$ cat src/zs_pkg.sv
package zs_pkg;

  localparam int MAX_FEATURES = 32;
  localparam int MAX_SAMPLES  = 256;
  localparam int STORE_DEPTH  = MAX_FEATURES * MAX_SAMPLES;

  localparam int ADDR_W  = $clog2(STORE_DEPTH);
  localparam int FEAT_W  = $clog2(MAX_FEATURES);
  localparam int DIV_W   = 72;
  localparam int DEN_W   = 32;
  localparam int CFG_W   = 9;

  // configuration register indexes
  localparam logic [1:0] CFG_FEATURE_COUNT = 2'd0;
  localparam logic [1:0] CFG_SAMPLE_COUNT  = 2'd1;

endpackage

$ cat src/zs_div.sv
module zs_div import zs_pkg::*; (
  input  logic               clk_i,
  input  logic               rst_ni,
  input  logic               start_i,
  input  logic [DIV_W-1:0]   num_i,
  input  logic [DEN_W-1:0]   den_i,
  output logic               done_o,
  output logic [DIV_W-1:0]   quo_o
);

  localparam int CNT_W = $clog2(DIV_W + 1);

  logic             run_q, run_d;
  logic [CNT_W-1:0] cnt_q, cnt_d;
  logic [DIV_W-1:0] num_q, num_d;
  logic [DIV_W-1:0] quo_q, quo_d;
  logic [DEN_W-1:0] den_q, den_d;
  logic [DEN_W-1:0] rem_q, rem_d;
  logic             done_q, done_d;
  logic [DEN_W:0]   trial;

  // restoring division, one quotient bit per cycle
  always_comb begin
    run_d  = run_q;
    cnt_d  = cnt_q;
    num_d  = num_q;
    quo_d  = quo_q;
    den_d  = den_q;
    rem_d  = rem_q;
    done_d = 1'b0;
    trial  = {rem_q, num_q[DIV_W-1]};
    if (start_i) begin
      run_d = 1'b1;
      cnt_d = '0;
      num_d = num_i;
      den_d = den_i;
      rem_d = '0;
      quo_d = '0;
    end else if (run_q) begin
      num_d = {num_q[DIV_W-2:0], 1'b0};
      if (trial >= {1'b0, den_q}) begin
        rem_d = DEN_W'(trial - {1'b0, den_q});
        quo_d = {quo_q[DIV_W-2:0], 1'b1};
      end else begin
        rem_d = trial[DEN_W-1:0];
        quo_d = {quo_q[DIV_W-2:0], 1'b0};
      end
      cnt_d = cnt_q + 1'b1;
      if (cnt_q == CNT_W'(DIV_W - 1)) begin
        run_d  = 1'b0;
        done_d = 1'b1;
      end
    end
  end

  always_ff @(posedge clk_i or negedge rst_ni) begin
    if (!rst_ni) begin
      run_q  <= 1'b0;
      done_q <= 1'b0;
      cnt_q  <= '0;
    end else begin
      run_q  <= run_d;
      done_q <= done_d;
      cnt_q  <= cnt_d;
    end
  end

  always_ff @(posedge clk_i) begin
    num_q <= num_d;
    quo_q <= quo_d;
    den_q <= den_d;
    rem_q <= rem_d;
  end

  assign done_o = done_q;
  assign quo_o  = quo_q;

endmodule

$ cat config.mk
export PLATFORM = sky130hd
export DESIGN_NAME = zs_div
export DESIGN_NICKNAME = d
export VERILOG_FILES = /design/src/zs_pkg.sv /design/src/zs_div.sv
export SDC_FILE = /design/constraint.sdc
export NUM_CORES = 1
export LEC_CHECK = 0
export ABC_CLOCK_PERIOD_IN_PS = 7050
export BUFFER_PORTS_ARGS = -buffer_cell sky130_fd_sc_hd__buf_2
export CAP_MARGIN = 25
export CORE_MARGIN = 2
export CORE_UTILIZATION = 55
export DETAILED_ROUTE_END_ITERATION = 7
export GPL_TIMING_DRIVEN = 0
export PLACE_DENSITY = 0.88
export REMOVE_ABC_BUFFERS = 1
export SLEW_MARGIN = 20
export SYNTH_ARGS = -nofsm -noshare
export SYNTH_HDL_FRONTEND = slang
export SYNTH_SLANG_ARGS = --single-unit
$ cat constraint.sdc
create_clock -name clk_i -period 7.05 [get_ports clk_i]
set_input_delay 0.3525 -clock clk_i [delete_from_list [all_inputs] [get_ports clk_i]]
set_output_delay 0.3525 -clock clk_i [all_outputs]
set_load 0.05 [all_outputs]
==> out/qor.yml <==
route.met2.wl_um: 11300
utilization: 0.683
ys_top_cells_by_area: "edfxtp_1 31%, dfxtp_1 20%, mux2i_1 8.1%"
switching_share: 0.213
met3_length_um: 1570
synth_edf_count: 104
pwr-share-clk: 0.446
leakage_nw: 5.86
drv_slew: 0
syn-mean-instance-area_um2: 11.3
ys_seq_area_frac: 0.531
clk_path_buf_depth: 3
drtPass1Iterations: 5
p_int_mw: 2.30
power.share.sequential: 0.484
cts_tree: "yes"
fin_ws_ns: 3.79
power.density_nw_per_um2: 237
grt_use_total: 0.226
numCtsBuffers: 24
fmax_mhz: 307
layout-drive-gt1-share: 0.285
viasPerCell: 5.58
synthDistinctLibCells: 64
synth_top_area_frac: 0.305
clkTransAtPathRegs_ns: 0.06
hp-class: "input port to flip-flop"
arrival_ns: 3.67
ys_warn_count: 0
finalNetCount: 1227
grt_max_degree: 110
wl_met1_um: 9040
synth_seq_cells: 217
end_kind: "flip-flop"
cts-root-buf: "clkbuf_16"
fill_cells: 1313
vias: 7443
cts_max_level: 1
netlist_instances: 907
die_height_um: 140
clock_latency_ns: 0.51
worstSetupStartpointType: "flip-flop"
core_um2: 18100
initial_core_util: 0.566
diodes: 0
antenna_left: 0
setup-violations-final: 0
wire_per_inst_um: 16.9
rsz0062_at_grt: "no"
hpwl_um: 15200
vdd_drop_max_uv: 217
max_cap_viol_count: 0
power.total_mw: 2.92
wirelength_um: 22500
antenna_found_initial: 2
gp_congestion: 0.871
worst_pin_slew_ns: 0.723
drt_iter0_markers: 415
stdcell_area_um2: 12300
cp_max_fo: 20
fin_crit_sh: 0.462
first_global_vias: 7518
placed_area_um2: 11300
relSlewSlack: 0.518
hold_viol_final: 0
fin_skew_ns: 0.00886
portBuffers: 179
synth-async-reset-ratio: 0.0415
grt_pass1_wl_um: 36700
p_comb_frac: 0.071
top_layer: "met5"
status: "complete, no violations"
crit_required_ns: 7.46
chipWidth_um: 140
worstSetupPathType: "flip-flop to flip-flop"
drc: 0
place_ws_ns: 3.91
overflow: 0
period_needed_ns: 3.26
io-pin-count: 180
cts_setup_buffers: 0
clock-sinks: 217
area_growth_pct: 20.7
dieArea_um2: 19700
synth_area_um2: 10200
ys.flop_type: "edfxtp_1"
rows: 49
p_sw_uw: 621
yosysTopAreaCell: "edfxtp_1"
[cells in the final DEF (no fill, tap or decap), types with 33 or more instances in the layout]
cell type	synthesis	layout
buf_2	2	178
nor2_1	123	123
edfxtp_1	104	104
dfxtp_1	104	104
mux2i_1	83	83
mux2_2	71	71
a21oi_1	49	49
nand2_1	43	43
inv_1	41	40
ha_1	33	33
[power by group through the flow]
stage | clock, mW | combinational, mW | sequential [mW]
floorplan | 0 | 0.122 | 1.43
global placement | 0 | 0.189 | 1.44
detailed placement | 0 | 0.195 | 1.44
CTS | 1.32 | 0.207 | 1.41
global route | 1.37 | 0.228 | 1.42
finish | 1.30 | 0.206 | 1.41
[final timing paths]
path	startpoint	end	slack [ns]	cells after the start
worst max-delay path	den_q[4]$_DFFE_PP_	rem_q[16]$_SDFFE_PP0P_	3.79	11
worst min-delay path	den_i[13]	den_q[13]$_DFFE_PP_	0.02	1
worst max register to register	den_q[4]$_DFFE_PP_	rem_q[16]$_SDFFE_PP0P_	3.79	11
worst min register to register	quo_o[71]$_SDFFE_PP0P_	quo_o[71]$_SDFFE_PP0P_	0.50	2
max in group asynchronous	rst_ni	run_q$_DFF_PN0_	6.63	2
min in group asynchronous	rst_ni	cnt_q[0]$_DFFE_PN0P_	0.22	2
[cells by family (layout without fill, tap and decap cells)]
family,after synthesis,after routing,share of synthesized area
simple gates,221,221,0.0965
buf+inv,91,288,0.0387
mux,154,154,0.159
xor+xnor,34,34,0.0291
flops,217,217,0.531
fa+ha+maj,34,34,0.0423
compound gates,156,156,0.103
[metrics by stage]
stage	hold slack, ns	TNS [ns]	instances
2_1_floorplan	0.0569	0	857
3_5_place_dp	0.215	0	1269
4_1_cts	0.00210	0	1333
6_report	0.0177	0	1333
3_3_place_gp	0.208	-52.84	1265
5_1_grt	0.00171	0	1333
[critical path, cell delays in order (launching register included)]
cell and delay [ns]:
edfxtp_1 0.32, inv_1 0.04, ha_1 0.38, a21o_1 0.22
a211o_1 0.31, o22a_4 0.26, a31oi_4 0.26, o311ai_4 0.15
and4_4 0.25, nor2_4 0.48, nand2_1 0.15, a311oi_1 0.31
[flip-flops by register name (all words and copies together), names as in the netlist]
signal / flops
run_q: 1
num_q: 72
cnt_q: 7
rem_q: 32
den_q: 32
done_o: 1
quo_o: 72
[Yosys cell counts, types with 3 or more instances]
library cell,instances
a21oi_1,49
mux2_2,71
xor2_1,16
a21o_1,18
o21bai_1,5
a211oi_1,23
nor2b_1,3
and3_1,4
nand2b_1,4
ha_1,33
nor2_1,123
dfrtp_1,9
inv_1,41
nand4_1,9
clkbuf_1,30
a311oi_1,8
buf_6,3
o21ai_0,20
nand2_1,43
nor3_1,10
nand3_1,8
o211ai_1,5
edfxtp_1,104
a31oi_1,6
mux2i_1,83
dfxtp_1,104
buf_1,10
and2_1,4
xnor2_1,18
[timing repair]
item,4_1_cts,5_1_grt
endpoints found under the setup margin,0,0
gates resized for setup,0,0
endpoints found under the hold margin,28,0
hold buffers,20,0
[cell type report]
class	instances	area (um^2)	area share
inverters	41	156	0.0127
flip-flops and latches	217	5430	0.440
repair buffers	203	1210	0.0979
multi-input cells	599	4400	0.357
clock inverters	7	71.3	0.00578
well taps	229	287	0.0232
clock buffers	37	786	0.0636
[per-layer routing]
metal	up-vias	track usage
met2	245	0.401
met3	49	0.0605
met4	4	0.0643
met5	-	0
met1	3522	0.271
li1	3623	-
Power figures use the tool's default switching activity.
